===== src/rtl/core/gtl_pkg.sv =====
// Shared types and constants of the glyph text layout unit.
`timescale 1ns / 1ps

package gtl_pkg;

  // Command codes of an input word.
  localparam logic [1:0] CMD_LOAD  = 2'd0;
  localparam logic [1:0] CMD_START = 2'd1;
  localparam logic [1:0] CMD_CHAR  = 2'd2;

  // Configuration register indexes.
  localparam int unsigned CFG_IDX_W = 3;
  localparam logic [CFG_IDX_W-1:0] CFG_FIRST_CHAR  = 3'd0;
  localparam logic [CFG_IDX_W-1:0] CFG_LAST_CHAR   = 3'd1;
  localparam logic [CFG_IDX_W-1:0] CFG_FONT_WIDTH  = 3'd2;
  localparam logic [CFG_IDX_W-1:0] CFG_FONT_HEIGHT = 3'd3;
  localparam logic [CFG_IDX_W-1:0] CFG_FONT_BASE   = 3'd4;
  localparam logic [CFG_IDX_W-1:0] CFG_UNDEF_ADDR  = 3'd5;
  localparam logic [CFG_IDX_W-1:0] CFG_UNDEF_WIDTH = 3'd6;

  localparam int unsigned CFG_DATA_W = 32;

  // Glyph record size in bytes: width * ceil(height/8) + 1, at most 4081.
  localparam int unsigned REC_W = 12;

  typedef struct packed {
    logic [1:0]  command;
    logic [31:0] char_code;
    logic [7:0]  start_x;
    logic [7:0]  start_y;
    logic        one_line;
    logic        cut_off;
    logic        transparent;
    logic        pixel_color;
    logic [7:0]  table_index;
    logic [7:0]  table_width;
  } in_word_t;

  typedef struct packed {
    logic        status;
    logic [7:0]  draw_x;
    logic [7:0]  draw_y;
    logic [15:0] glyph_address;
    logic [7:0]  glyph_width;
    logic        draw_transparent;
    logic        draw_color;
  } out_word_t;

  typedef struct packed {
    logic [31:0] first_char;
    logic [31:0] last_char;
    logic [7:0]  font_width;
    logic [6:0]  font_height;
    logic [15:0] font_base;
    logic [15:0] undef_addr;
    logic [7:0]  undef_width;
  } cfg_t;

  typedef struct packed {
    logic one_line;
    logic cut_off;
    logic transparent;
    logic pixel_color;
  } str_flags_t;

  // Word handed from the glyph lookup to the cursor placement stage.
  typedef struct packed {
    logic        is_start;
    logic [7:0]  start_x;
    logic [7:0]  start_y;
    str_flags_t  flags;
    logic [15:0] glyph_address;
    logic [7:0]  glyph_width;
  } place_item_t;

endpackage


===== src/rtl/core/gtl_ram.sv =====
// Generic one-write, one-read RAM with registered read data.
`timescale 1ns / 1ps

module gtl_ram #(
  parameter int unsigned WIDTH = 8,
  parameter int unsigned DEPTH = 256
) (
  input  logic                     clk,
  input  logic                     wr_en,
  input  logic [$clog2(DEPTH)-1:0] wr_addr,
  input  logic [WIDTH-1:0]         wr_data,
  input  logic                     rd_en,
  input  logic [$clog2(DEPTH)-1:0] rd_addr,
  output logic [WIDTH-1:0]         rd_data
);

  logic [WIDTH-1:0] mem_r [DEPTH];
  logic [WIDTH-1:0] rd_data_r;

  always_ff @(posedge clk) begin
    if (wr_en) begin
      mem_r[wr_addr] <= wr_data;
    end
    if (rd_en) begin
      rd_data_r <= mem_r[rd_addr];
    end
  end

  assign rd_data = rd_data_r;

endmodule


===== src/rtl/core/gtl_lookup.sv =====
// Glyph lookup: input register, width table and glyph address computation.
`timescale 1ns / 1ps

module gtl_lookup
  import gtl_pkg::*;
#(
  parameter int unsigned GLYPH_COUNT = 256
) (
  input  logic              clk,
  input  logic              rst_n,
  input  logic              in_valid,
  output logic              in_stall,
  input  in_word_t          in_word,
  input  cfg_t              cfg,
  input  logic [REC_W-1:0]  rec_size,
  input  logic              place_ready,
  output logic              s2_valid,
  output place_item_t       s2_item
);

  localparam int unsigned IW   = $clog2(GLYPH_COUNT);
  localparam int unsigned PW   = IW + REC_W;

  logic              en1, en2, accept;
  logic [31:0]       diff;
  logic              hit;
  logic              load_we;
  logic [7:0]        ram_q;

  logic              s1_v_r, s1_v_nxt;
  logic              s1_start_r, s1_start_nxt;
  logic              s1_hit_r, s1_hit_nxt;
  logic [IW-1:0]     s1_idx_r, s1_idx_nxt;
  logic [7:0]        s1_sx_r, s1_sx_nxt;
  logic [7:0]        s1_sy_r, s1_sy_nxt;
  str_flags_t        s1_flags_r, s1_flags_nxt;

  logic              s2_v_r, s2_v_nxt;
  place_item_t       s2_item_r, s2_item_nxt;

  logic [PW-1:0]     prod;

  assign en2      = !s2_v_r || place_ready;
  assign en1      = !s1_v_r || en2;
  assign in_stall = !en1;
  assign accept   = in_valid && en1;

  // Glyph index and range check on the incoming code.
  assign diff = in_word.char_code - cfg.first_char;
  assign hit  = (in_word.char_code >= cfg.first_char) &&
                (in_word.char_code <= cfg.last_char) &&
                (diff < 32'(GLYPH_COUNT));

  assign load_we = accept && (in_word.command == CMD_LOAD) &&
                   ({24'd0, in_word.table_index} < 32'(GLYPH_COUNT));

  gtl_ram #(
    .WIDTH (8),
    .DEPTH (GLYPH_COUNT)
  ) u_width_table (
    .clk     (clk),
    .wr_en   (load_we),
    .wr_addr (IW'(in_word.table_index)),
    .wr_data (in_word.table_width),
    .rd_en   (accept && (in_word.command == CMD_CHAR)),
    .rd_addr (diff[IW-1:0]),
    .rd_data (ram_q)
  );

  always_comb begin
    s1_v_nxt     = s1_v_r;
    s1_start_nxt = s1_start_r;
    s1_hit_nxt   = s1_hit_r;
    s1_idx_nxt   = s1_idx_r;
    s1_sx_nxt    = s1_sx_r;
    s1_sy_nxt    = s1_sy_r;
    s1_flags_nxt = s1_flags_r;
    if (en1) begin
      s1_v_nxt     = accept && ((in_word.command == CMD_START) ||
                                (in_word.command == CMD_CHAR));
      s1_start_nxt = (in_word.command == CMD_START);
      s1_hit_nxt   = hit;
      s1_idx_nxt   = diff[IW-1:0];
      s1_sx_nxt    = in_word.start_x;
      s1_sy_nxt    = in_word.start_y;
      s1_flags_nxt = '{one_line:    in_word.one_line,
                       cut_off:     in_word.cut_off,
                       transparent: in_word.transparent,
                       pixel_color: in_word.pixel_color};
    end
  end

  assign prod = PW'(s1_idx_r) * PW'(rec_size);

  always_comb begin
    s2_v_nxt    = s2_v_r;
    s2_item_nxt = s2_item_r;
    if (en2) begin
      s2_v_nxt             = s1_v_r;
      s2_item_nxt.is_start = s1_start_r;
      s2_item_nxt.start_x  = s1_sx_r;
      s2_item_nxt.start_y  = s1_sy_r;
      s2_item_nxt.flags    = s1_flags_r;
      if (s1_hit_r) begin
        s2_item_nxt.glyph_address = cfg.font_base + prod[15:0] + 16'd1;
        s2_item_nxt.glyph_width   = ram_q;
      end else begin
        s2_item_nxt.glyph_address = cfg.undef_addr + 16'd1;
        s2_item_nxt.glyph_width   = cfg.undef_width;
      end
    end
  end

  always_ff @(posedge clk) begin
    if (!rst_n) begin
      s1_v_r <= 1'b0;
      s2_v_r <= 1'b0;
    end else begin
      s1_v_r <= s1_v_nxt;
      s2_v_r <= s2_v_nxt;
    end
    s1_start_r <= s1_start_nxt;
    s1_hit_r   <= s1_hit_nxt;
    s1_idx_r   <= s1_idx_nxt;
    s1_sx_r    <= s1_sx_nxt;
    s1_sy_r    <= s1_sy_nxt;
    s1_flags_r <= s1_flags_nxt;
    s2_item_r  <= s2_item_nxt;
  end

  assign s2_valid = s2_v_r;
  assign s2_item  = s2_item_r;

endmodule


===== src/rtl/core/gtl_place.sv =====
// Cursor placement: edge wrapping, abort state and the result register.
`timescale 1ns / 1ps

module gtl_place
  import gtl_pkg::*;
#(
  parameter int unsigned X_LIMIT = 128,
  parameter int unsigned Y_LIMIT = 64
) (
  input  logic        clk,
  input  logic        rst_n,
  input  logic        s2_valid,
  input  place_item_t s2_item,
  input  cfg_t        cfg,
  output logic        place_ready,
  output logic        out_valid,
  input  logic        out_stall,
  output out_word_t   out_word
);

  logic [7:0]  cur_x_r, cur_x_nxt;
  logic [7:0]  cur_y_r, cur_y_nxt;
  logic        aborted_r, aborted_nxt;
  str_flags_t  flags_r, flags_nxt;
  logic        out_v_r, out_v_nxt;
  out_word_t   out_r, out_nxt;

  logic        en_o, go;
  logic [8:0]  x_sum, y_sum;
  logic [7:0]  x1, y1;
  logic        err;

  assign en_o        = !out_v_r || !out_stall;
  assign go          = s2_valid && en_o;
  assign place_ready = en_o;

  assign x_sum = {1'b0, cur_x_r} + {1'b0, s2_item.glyph_width};

  // Wrap in X first; the Y check sees the row after any X wrap.
  always_comb begin
    err = 1'b0;
    x1  = cur_x_r;
    y1  = cur_y_r;
    if (x_sum > 9'(X_LIMIT)) begin
      if (flags_r.cut_off) begin
        err = 1'b1;
      end else begin
        x1 = 8'd0;
        if (!flags_r.one_line) begin
          y1 = cur_y_r + {1'b0, cfg.font_height};
        end
      end
    end
    y_sum = {1'b0, y1} + {2'b0, cfg.font_height};
    if (!err && (y_sum > 9'(Y_LIMIT))) begin
      if (flags_r.cut_off || flags_r.one_line) begin
        err = 1'b1;
      end else begin
        y1 = 8'd0;
      end
    end
  end

  always_comb begin
    cur_x_nxt   = cur_x_r;
    cur_y_nxt   = cur_y_r;
    aborted_nxt = aborted_r;
    flags_nxt   = flags_r;
    out_v_nxt   = out_v_r;
    out_nxt     = out_r;
    if (en_o) begin
      out_v_nxt = s2_valid && !s2_item.is_start && !aborted_r;
    end
    if (go) begin
      if (s2_item.is_start) begin
        cur_x_nxt   = s2_item.start_x;
        cur_y_nxt   = s2_item.start_y;
        flags_nxt   = s2_item.flags;
        aborted_nxt = 1'b0;
      end else if (!aborted_r) begin
        if (err) begin
          aborted_nxt = 1'b1;
          out_nxt     = '0;
          out_nxt.status = 1'b1;
        end else begin
          cur_x_nxt = x1 + s2_item.glyph_width;
          cur_y_nxt = y1;
          out_nxt.status           = 1'b0;
          out_nxt.draw_x           = x1;
          out_nxt.draw_y           = y1;
          out_nxt.glyph_address    = s2_item.glyph_address;
          out_nxt.glyph_width      = s2_item.glyph_width;
          out_nxt.draw_transparent = flags_r.transparent;
          out_nxt.draw_color       = flags_r.pixel_color;
        end
      end
    end
  end

  always_ff @(posedge clk) begin
    if (!rst_n) begin
      cur_x_r   <= 8'd0;
      cur_y_r   <= 8'd0;
      aborted_r <= 1'b0;
      flags_r   <= '0;
      out_v_r   <= 1'b0;
    end else begin
      cur_x_r   <= cur_x_nxt;
      cur_y_r   <= cur_y_nxt;
      aborted_r <= aborted_nxt;
      flags_r   <= flags_nxt;
      out_v_r   <= out_v_nxt;
    end
    out_r <= out_nxt;
  end

  assign out_valid = out_v_r;
  assign out_word  = out_r;

endmodule


===== src/rtl/core/glyph_text_layout_unit.sv =====
// Top level of the glyph text layout unit: configuration registers and pipeline.
`timescale 1ns / 1ps

//  Channel   Direction  Handshake            Word
//  in_       input      in_valid / in_stall  in_word_t: load, start or character
//  out_      output     out_valid/out_stall  out_word_t: draw command or error
//  cfg_      input      cfg_valid/cfg_ready  cfg_index selects, cfg_data writes
//
// The unit takes one input word in every cycle without in_stall. A character
// word passes the input, lookup and placement stages on its way to out_: the
// input stage reads the width table RAM, the lookup stage does the record
// multiply and address add, and the placement stage wraps the cursor and
// loads the output register. Reset (rst_n low, synchronous) clears the
// cursor, string flags, abort flag and all valid bits and restores the
// register defaults; the width table holds garbage until loaded. A stall on
// out_ fills the empty stages first and only then raises in_stall.

module glyph_text_layout_unit
  import gtl_pkg::*;
#(
  parameter int unsigned GLYPH_COUNT = 256,
  parameter int unsigned X_LIMIT     = 128,
  parameter int unsigned Y_LIMIT     = 64
) (
  input  logic                  clk,
  input  logic                  rst_n,
  input  logic                  in_valid,
  output logic                  in_stall,
  input  in_word_t              in_word,
  output logic                  out_valid,
  input  logic                  out_stall,
  output out_word_t             out_word,
  input  logic                  cfg_valid,
  output logic                  cfg_ready,
  input  logic [CFG_IDX_W-1:0]  cfg_index,
  input  logic [CFG_DATA_W-1:0] cfg_data
);

  cfg_t              cfg_r, cfg_nxt;
  logic [REC_W-1:0]  rec_r, rec_nxt;
  logic [7:0]        row_sum;
  logic [4:0]        rows;
  logic              place_ready;
  logic              s2_valid;
  place_item_t       s2_item;

  // Configuration is taken in any cycle; the host must write only while the
  // pipeline is empty, and the unit itself does not enforce this.
  assign cfg_ready = 1'b1;

  always_comb begin
    cfg_nxt = cfg_r;
    if (cfg_valid && cfg_ready) begin
      unique case (cfg_index)
        CFG_FIRST_CHAR:  cfg_nxt.first_char  = cfg_data;
        CFG_LAST_CHAR:   cfg_nxt.last_char   = cfg_data;
        CFG_FONT_WIDTH:  cfg_nxt.font_width  = cfg_data[7:0];
        CFG_FONT_HEIGHT: cfg_nxt.font_height = cfg_data[6:0];
        CFG_FONT_BASE:   cfg_nxt.font_base   = cfg_data[15:0];
        CFG_UNDEF_ADDR:  cfg_nxt.undef_addr  = cfg_data[15:0];
        CFG_UNDEF_WIDTH: cfg_nxt.undef_width = cfg_data[7:0];
        default:         cfg_nxt = cfg_r;
      endcase
    end
  end

  // Record size per glyph: one byte per column for each group of eight rows,
  // plus a leading width byte. Registered so the lookup stage sees one
  // multiply only; it is loaded from the configuration registers.
  assign row_sum = {1'b0, cfg_r.font_height} + 8'd7;
  assign rows    = row_sum[7:3];
  assign rec_nxt = REC_W'(13'(cfg_r.font_width) * 13'(rows)) + REC_W'(1);

  always_ff @(posedge clk) begin
    if (!rst_n) begin
      cfg_r.first_char  <= 32'd32;
      cfg_r.last_char   <= 32'd126;
      cfg_r.font_width  <= 8'd5;
      cfg_r.font_height <= 7'd8;
      cfg_r.font_base   <= 16'd0;
      cfg_r.undef_addr  <= 16'd0;
      cfg_r.undef_width <= 8'd5;
    end else begin
      cfg_r <= cfg_nxt;
    end
    rec_r <= rec_nxt;
  end

  gtl_lookup #(
    .GLYPH_COUNT (GLYPH_COUNT)
  ) u_lookup (
    .clk         (clk),
    .rst_n       (rst_n),
    .in_valid    (in_valid),
    .in_stall    (in_stall),
    .in_word     (in_word),
    .cfg         (cfg_r),
    .rec_size    (rec_r),
    .place_ready (place_ready),
    .s2_valid    (s2_valid),
    .s2_item     (s2_item)
  );

  gtl_place #(
    .X_LIMIT (X_LIMIT),
    .Y_LIMIT (Y_LIMIT)
  ) u_place (
    .clk         (clk),
    .rst_n       (rst_n),
    .s2_valid    (s2_valid),
    .s2_item     (s2_item),
    .cfg         (cfg_r),
    .place_ready (place_ready),
    .out_valid   (out_valid),
    .out_stall   (out_stall),
    .out_word    (out_word)
  );

endmodule


===== config.mk =====
export PLATFORM = sky130hd
export DESIGN_NAME = glyph_text_layout_unit
export DESIGN_NICKNAME = d
export VERILOG_FILES = /design/src/rtl/core/gtl_pkg.sv /design/src/rtl/core/gtl_ram.sv /design/src/rtl/core/gtl_lookup.sv /design/src/rtl/core/gtl_place.sv /design/src/rtl/core/glyph_text_layout_unit.sv
export SDC_FILE = /design/constraint.sdc
export NUM_CORES = 2
export LEC_CHECK = 0
export BUFFER_PORTS_ARGS = -buffer_cell sky130_fd_sc_hd__buf_2
export CORE_MARGIN = 1.5
export CORE_UTILIZATION = 50
export CTS_CLUSTER_SIZE = 20
export DETAILED_ROUTE_END_ITERATION = 12
export GPL_ROUTABILITY_DRIVEN = 0
export PLACE_DENSITY_LB_ADDON = 0.1
export SLEW_MARGIN = 20
export SYNTH_ARGS = -nofsm -noshare
export SYNTH_HDL_FRONTEND = slang
export SYNTH_SLANG_ARGS = --single-unit

===== constraint.sdc =====
create_clock -name clk -period 16.3 [get_ports clk]
set_clock_uncertainty 0.15 [all_clocks]
set_input_delay 0.815 -clock clk [delete_from_list [all_inputs] [get_ports clk]]
set_output_delay 0.815 -clock clk [all_outputs]
set_load 0.01 [all_outputs]

# [Yosys cells after proc, flatten, opt, wreduce, memory -nomap -nowiden]
# Memory sizes are Yosys's and may differ from the RTL's. A register that Yosys moved wholly into a read port is not among the register bits.
# Index checks and enable logic that the tools add are counted.
[op_classes] add_sub_neg=10 n_mul=2 magnitude_cmp=5 n_eq_ne=10 n_mux=24 n_bitwise=2 n_reduce_logical=35
[ops] op="8-bit two-way mux" count=13
[ops] op="43-bit two-way mux" count=1
[ops] op="16-bit by 1-bit adder with 16-bit output, second input constant" count=2
[ops] op="32-bit greater-or-equal comparator" count=1
[ops] op="32-bit less-or-equal comparator" count=1
[ops] op="32-bit by 9-bit less-than comparator with 1-bit output, second input constant" count=1
[ops] op="32-bit subtractor" count=1
[ops] op="24-bit two-way mux" count=1
[ops] op="16-bit adder" count=1
[ops] op="8-bit by 12-bit multiplier with 16-bit output" count=1
[ops] op="2-bit AND reduction" count=8
[ops] op="12-bit by 1-bit adder with 12-bit output, second input constant" count=1
[ops] op="8-bit by 5-bit multiplier with 12-bit output" count=1
[ops] op="1-bit logical AND" count=10
[ops] op="8-bit by 7-bit adder with 9-bit output" count=1
[ops] op="8-bit by 8-bit adder with 9-bit output" count=1
[ops] op="3-bit == test, second input constant" count=3
[ops] op="9-bit by 7-bit > comparator with 1-bit output, second input constant" count=1
[ops] op="9-bit by 8-bit > comparator with 1-bit output, second input constant" count=1
[ops] op="1-bit two-way mux" count=9
[ops] op="7-bit by 3-bit adder with 8-bit output, second input constant" count=1
[ops] op="8-bit by 7-bit adder with 8-bit output" count=1
[ops] op="8-bit adder" count=1
[ops] op="1-bit zero test" count=8
[ops] op="other kinds (10)" count=18
[totals] register_bits=273 ram_bits=2048 inputBits=110 out_inout_bits=46 word_cells=132 memories=1
[memory_table] name="u_lookup.u_width_table.mem_r" words=256 width=8 rd=1 rd_ports_with_merged_regs=1 write_ports=1 line="gtl_ram.sv:17" rtl="logic [WIDTH-1:0] mem_r [DEPTH];"

# [Logic depth before layout (Yosys ltp)]
[depth] word_depth=11 ltp_mapped=25 depth_no_buf=23

# [Hierarchy]
# Synthesis repeated with hierarchy kept, for this count alone.
[hier_totals] cells_unflattened=5844 hier_area_um2=98916.1
[by_module_without_submodules] mod="gtl_ram" n_inst=1 cells_per_inst=3733 area_each_um2=79636.4 seq_area_each_um2=61739.2
[by_module_without_submodules] mod="gtl_lookup" n_inst=1 cells_per_inst=999 area_each_um2=9091.2 seq_area_each_um2=2292.2
[by_module_without_submodules] mod="glyph_text_layout_unit" n_inst=1 cells_per_inst=696 area_each_um2=5972.0 seq_area_each_um2=2622.5
[by_module_without_submodules] mod="gtl_place" n_inst=1 cells_per_inst=416 area_each_um2=4216.5 seq_area_each_um2=1731.7

# [Least setup slack after synthesis]
# No wires, ideal clock.
[synth_timing] path_type="register to register" startpoint="reg u_lookup.s2_item_r (netlist bit u_lookup.s2_item[0])" endpoint="reg u_place.cur_x_r[3]" arrival_time_ns=4.938 slack_ns=11.081 stages_incl_launch_ff=26 path_buffers=2 synth_period_minus_slack_ns=5.219 cell_sequence="edfxtp_1 ha_1 fa_1 a21oi_1 o21ai_0 a21oi_1 xor2_1 o211ai_1 o2bb2ai_1 mux2_2 ha_1 inv_1 fa_1 nor2b_1 o21a_1 o41ai_1 o31ai_1 o21ai_0 nand3_1 a2111o_1 a221oi_2 nor2_1 buf_2 buf_6 nand3_1 o31ai_1"
[synth_between] elab_chain_cells=9 elab_cells_between_ends=17 classes_between="add/sub (3); order compare (2); eq/ne (1); mux (8); reduce/logical (3)"
[synth_rtl] item="start: declaration" line="gtl_lookup.sv:39" rtl="place_item_t s2_item_r, s2_item_nxt;"
[synth_rtl] item="start signal: assignment" line="gtl_lookup.sv:128" rtl="s2_item_r <= s2_item_nxt;"
[synth_rtl] item="8-bit by 8-bit adder with 9-bit output" line="gtl_place.sv:37" rtl="assign x_sum = {1'b0, cur_x_r} + {1'b0, s2_item.glyph_width};"
[synth_rtl] item="9-bit by 8-bit > comparator with 1-bit output" line="gtl_place.sv:44" rtl="if (x_sum > 9'(X_LIMIT)) begin"
[synth_rtl] item="8-bit two-way mux" line="gtl_place.sv:44"
[synth_rtl] item="8-bit by 7-bit adder with 9-bit output" line="gtl_place.sv:54" rtl="y_sum = {1'b0, y1} + {2'b0, cfg.font_height};"
[synth_rtl] item="9-bit by 7-bit > comparator with 1-bit output" line="gtl_place.sv:55" rtl="if (!err && (y_sum > 9'(Y_LIMIT))) begin"
[synth_rtl] item="1-bit logical AND" line="gtl_place.sv:55"
[synth_rtl] item="1-bit two-way mux" line="gtl_place.sv:55"
[synth_rtl] item="2-bit inequality test (no line)"
[synth_rtl] item="3-bit AND reduction (no line)"
[synth_rtl] item="end signal: assignment" line="gtl_place.sv:108" rtl="cur_x_r <= cur_x_nxt;"
[synth_rtl] item="end: declaration" line="gtl_place.sv:21" rtl="logic [7:0] cur_x_r, cur_x_nxt;"
# Parallel ways exist; a longest one is shown, timed or not. The select of a mux whose other input is x is not followed.
# A chain may end at the register's enable or synchronous reset.

# [Final worst setup path]
[layout_timing] startpoint="reg cfg_r[87] in the netlist's numbering" endpoint="reg u_lookup.u_width_table.rd_data_r[2] (netlist: u_lookup.u_width_table.rd_data[2]) (read register of u_lookup.u_width_table.mem_r), data pin"
[layout_between] elab_chain_cells=1
[layout_rtl] item="start: declaration" line="glyph_text_layout_unit.sv:39" rtl="cfg_t cfg_r, cfg_nxt;"
[layout_rtl] item="start signal: assignment" line="glyph_text_layout_unit.sv:84" rtl="cfg_r <= cfg_nxt;"
[layout_rtl] item="32-bit subtractor" line="gtl_lookup.sv:49" rtl="assign diff = in_word.char_code - cfg.first_char;"
[layout_rtl] item="via u_lookup.diff[1]" line="gtl_lookup.sv:25" rtl="logic [31:0] diff;"
[layout_rtl] item="end: declaration" line="gtl_ram.sv:18" rtl="logic [WIDTH-1:0] rd_data_r;"
# The timed path passes the listed nets, and every way through them passes these cells.

==> summary.txt <==
STA
  • Tcrit/Tclk final: 42.2%
  • Min Hold Slack: 0.0685 ns
  • Smallest setup slack after layout: 9.42 ns
  • Maximum achievable frequency: 0.145 GHz
  • Transition time at the pin with the least slew margin: 1.20 ns
  • Number of pins exceeding their max-slew limit in the final report: 0
  • Setup repair after global routing missed its margin: false
  • Final Hold Viols: 0
  • Setup Total Neg Slack: 0 ns
  • Minimum clock period after layout: 6.88 ns
  • Total of endpoints with negative setup slack in the final report: 0
  • Worst relative slew slack: 19.6%

Die
  • Die Span Y: 443 µm
  • Std cell rows: 161
  • Number of ports placed on the die boundary: 156
  • Area inside the core boundary: 193000 µm²
  • Horizontal extent of the die: 443 µm
  • Effective utilization at floorplan: 50.3%
  • Area of the die: 197000 µm²

Yosys
  • Mean area per synthesized cell: 18.6 µm²
  • Number of synthesis warnings: 0
  • Synth Net Count: 5564
  • Post-synthesis instance area: 96900 µm²
  • Instance count of the mapped netlist: 5215
  • Sequential area share after synthesis: 70.5%
  • Async set-or-reset flop fraction in the synthesized netlist: 0%
  • Predominant post-synthesis flop cell: sky130_fd_sc_hd__edfxtp_1
  • Number of enable-type register cells in the synthesized netlist: 2174
  • Number of flip-flops and latches in the synthesized netlist: 2329
  • Cell variety after synth: 67

Hold path
  • Start point of the worst min-delay path: cfg_data[31]
  • Hold Crit Endpoint: cfg_r[86]
  • Hold Path Depth: 3
  • Min-Delay Path Class: primary input to flip-flop

Drt
  • Number of DRC markers after the initial detailed-route iteration: 5353
  • Vias/cell: 6.09
  • Detailed-routing iteration count for the pre-antenna-repair pass: 6
  • DRC: 0
  • Final Routed Wirelength: 244 mm
  • Count of nets left with antenna violations after detail routing: 0
  • Vias: 49700
  • Routed length per instance: 29.9 µm

Critical path
  • Critical path endpoint category: flip-flop
  • Ordered cell list for the critical path: ha_4 -> inv_1 -> fa_4 -> buf_12 -> buf_12 -> buf_4 -> mux4_2 -> mux4_2 -> mux4_2 -> mux2i_1 -> a21oi_1
  • Max Fanout on Critical Path: 142
  • Cell repeated most along the worst path: sky130_fd_sc_hd__mux4_2
  • CP required: 16.74 ns
  • Cell family contributing the most delay on the critical path: buffers and inverters
  • Kind of critical path: flip-flop to flip-flop
  • WP buf/inv: 4
  • Slowest cell on the critical path: sky130_fd_sc_hd__fa_4
  • Worst reg-to-reg path cell count: 11
  • Startpoint of the lowest-slack register-to-register path: cfg_r[87]
  • Arrival time of data at the critical path endpoint: 7.32 ns
  • Type of element launching the critical path: flip-flop
  • Register-to-register setup slack: 9.42 ns
  • Delay of the slowest cell on the worst path: 1.32 ns
  • Endpoint of the worst-slack reg-to-reg timing path: u_lookup.u_width_table.rd_data[2]

Global route
  • GRT Max-Usage Layer: met2
  • Global-route wire length before repair: 354 mm
  • Aggregate global routing overflow: 0
  • Vias in the first global route: 49600
  • Routing usage on met3: 3.94%
  • Met2 Use GR: 40.6%
  • Largest net degree at the start of global routing: 149
  • Total routing resource utilization after global routing: 25.0%
  • Number of antenna violations at the first check in global routing: 15
  • Met1 track demand over resource: 35.5%

Clock tree
  • H-tree lvl count: 4
  • Post-cts repair resize count: 0
  • Total number of clock tree sinks: 2329
  • Post-CTS Setup Bufs: 0
  • Number of buffers inserted during clock tree synthesis: 232
  • Clock latency on the worst-skew pair: 0.88 ns
  • CTS tree: yes
  • Clock slew at the register clock pins of the worst setup and hold paths: 0.06 ns
  • Root Driver: sky130_fd_sc_hd__clkbuf_16
  • Max clock buf depth: 3
  • Number of buffers added to fix hold violations after cts: 30

Power and ir drop
  • Max VDD drop: 0.000108 V
  • Lkg Pwr: 35.0 nW
  • Power Density: 120 nW/µm²
  • Total power of the final layout: 13.1 mW

Layout
  • Final-stage net count: 5806
  • Syn-to-layout area delta: 11.9%
  • Seq. cell area: 68400 µm²
  • Most common library cell in the layout ignoring fill and taps: sky130_fd_sc_hd__edfxtp_1
  • Post-route non-filler standard cell count: 8174
  • Commonest cells after routing, fill and taps aside: sky130_fd_sc_hd__edfxtp_1, sky130_fd_sc_hd__mux4_2, sky130_fd_sc_hd__nand2_1, sky130_fd_sc_hd__nor2_1, sky130_fd_sc_hd__clkbuf_16
  • Multi-input gate area: 26900 µm²
  • Number of filler cells placed in the layout: 14600
  • Fraction of layout instances using a drive strength above 1: 23.4%

Run
  • Max cap viols: 0

Place
  • HPWL after detailed placement: 147 mm
  • Place WS: 8.76 ns
  • Quantity of I/O buffers inserted on ports: 154
  • Number of instances in the placed design: 7719

Run status
  • Outcome: complete, no violations
[cells in the mapped netlist, drive strengths merged, types with 21 or more instances]
| cell | n | area, µm² |
|---|---|---|
| a21oi | 206 | 1040 |
| buf | 87 | 478 |
| nor2b | 49 | 307 |
| nand2 | 386 | 1450 |
| nor2 | 329 | 1230 |
| inv | 213 | 800 |
| mux4 | 672 | 15100 |
| o211ai | 21 | 158 |
| edfxtp | 2174 | 65300 |
| fa | 91 | 1820 |
| clkbuf | 161 | 604 |
| xor2 | 29 | 254 |
| o21ai | 57 | 285 |
| dfxtp | 155 | 3100 |
| ha | 148 | 1850 |
| nand3 | 55 | 275 |
| xnor2 | 51 | 447 |
| nand2b | 25 | 156 |
| and2 | 87 | 544 |
[final cells by class]
cell class | count | share of cell area (%)
timing repair buffer | 256 | 1.61
sequential | 2329 | 63.0
antenna | 2 | 0.00461
multi-input combinational | 2425 | 24.8
clock buffer | 275 | 5.59
clock inverter | 148 | 1.28
inverter | 213 | 0.739
tap | 2526 | 2.91
[sequential cells by signal (all words and copies together) (netlist names)]
name / count
u_place.out_valid: 1
u_lookup.s1_sx_r: 8
u_place.aborted_r: 1
u_lookup.s1_flags_r: 4
u_lookup.s1_sy_r: 8
u_lookup.s1_v_r: 1
u_lookup.s1_start_r: 1
u_lookup.s2_valid: 1
u_lookup.u_width_table.rd_data: 8
u_lookup.u_width_table.mem_r: 2048
u_place.cur_x_r: 8
rec_r: 12
cfg_r: 119
u_lookup.s2_item: 45
u_place.flags_r: 4
u_lookup.s1_idx_r: 8
u_place.out_word: 43
u_place.cur_y_r: 8
u_lookup.s1_hit_r: 1
[layer usage]
layer | part of all wire, % | vias to the layer above
li1 | - | 21100
met1 | 41 | 26300
met2 | 49 | 1947
met3 | 7.0 | 356
met4 | 2.4 | 10
met5 | 0.023 | -
[logic make-up after synthesis]
kind of cell               count (synthesis)  synth area share (%)
AOI/OAI and AO/OA                        398                  2.45
buffers and inverters                    461                  1.94
muxes                                    706                  16.0
and+or+nand+nor                         1000                  4.56
other                                      2               0.00775
xor gates and xnor gates                  80                 0.723
DFF                                     2329                  70.5
adders and majority gates                239                  3.79
[stage by stage]
stage                     area, µm²  util (%)
final                        108000      56.3
after CTS                    108000      56.3
after floorplan               96900         -
after global routing         108000      56.3
after global placement       101000      52.3
after detailed placement     101000      52.3
[worst max-delay path by stage]
stage | start | endpoint | slack [ns] | depth (start not counted)
6_report | cfg_r[87] | u_lookup.u_width_table.rd_data[2] | 9.42 | 11
3_5_place_dp | in_word[36] | u_lookup.u_width_table.rd_data[4] | 8.76 | 13
5_1_grt | u_lookup.s2_item[0] | u_place.out_word[41] | 9.16 | 22
3_3_place_gp | in_word[36] | u_lookup.u_width_table.rd_data[4] | 8.71 | 13
2_1_floorplan | u_lookup.s2_item[0] | u_place.cur_x_r[3] | 11.08 | 25
4_1_cts | cfg_r[87] | u_lookup.u_width_table.rd_data[4] | 9.48 | 11
[tightest hold or removal path, stage by stage]
cell	delay (ns)
sky130_fd_sc_hd__buf_2	0.12
sky130_fd_sc_hd__nand2_1	0.06
sky130_fd_sc_hd__a21oi_1	0.05
[where the power goes]
| part | internal, mW | switching (mW) | total, mW |
|---|---|---|---|
| sequential | 6.56 | 0.0342 | 6.59 |
| combinational | 0.502 | 0.712 | 1.21 |
| clock | 2.95 | 2.30 | 5.24 |
Power figures use the tool's default switching activity.
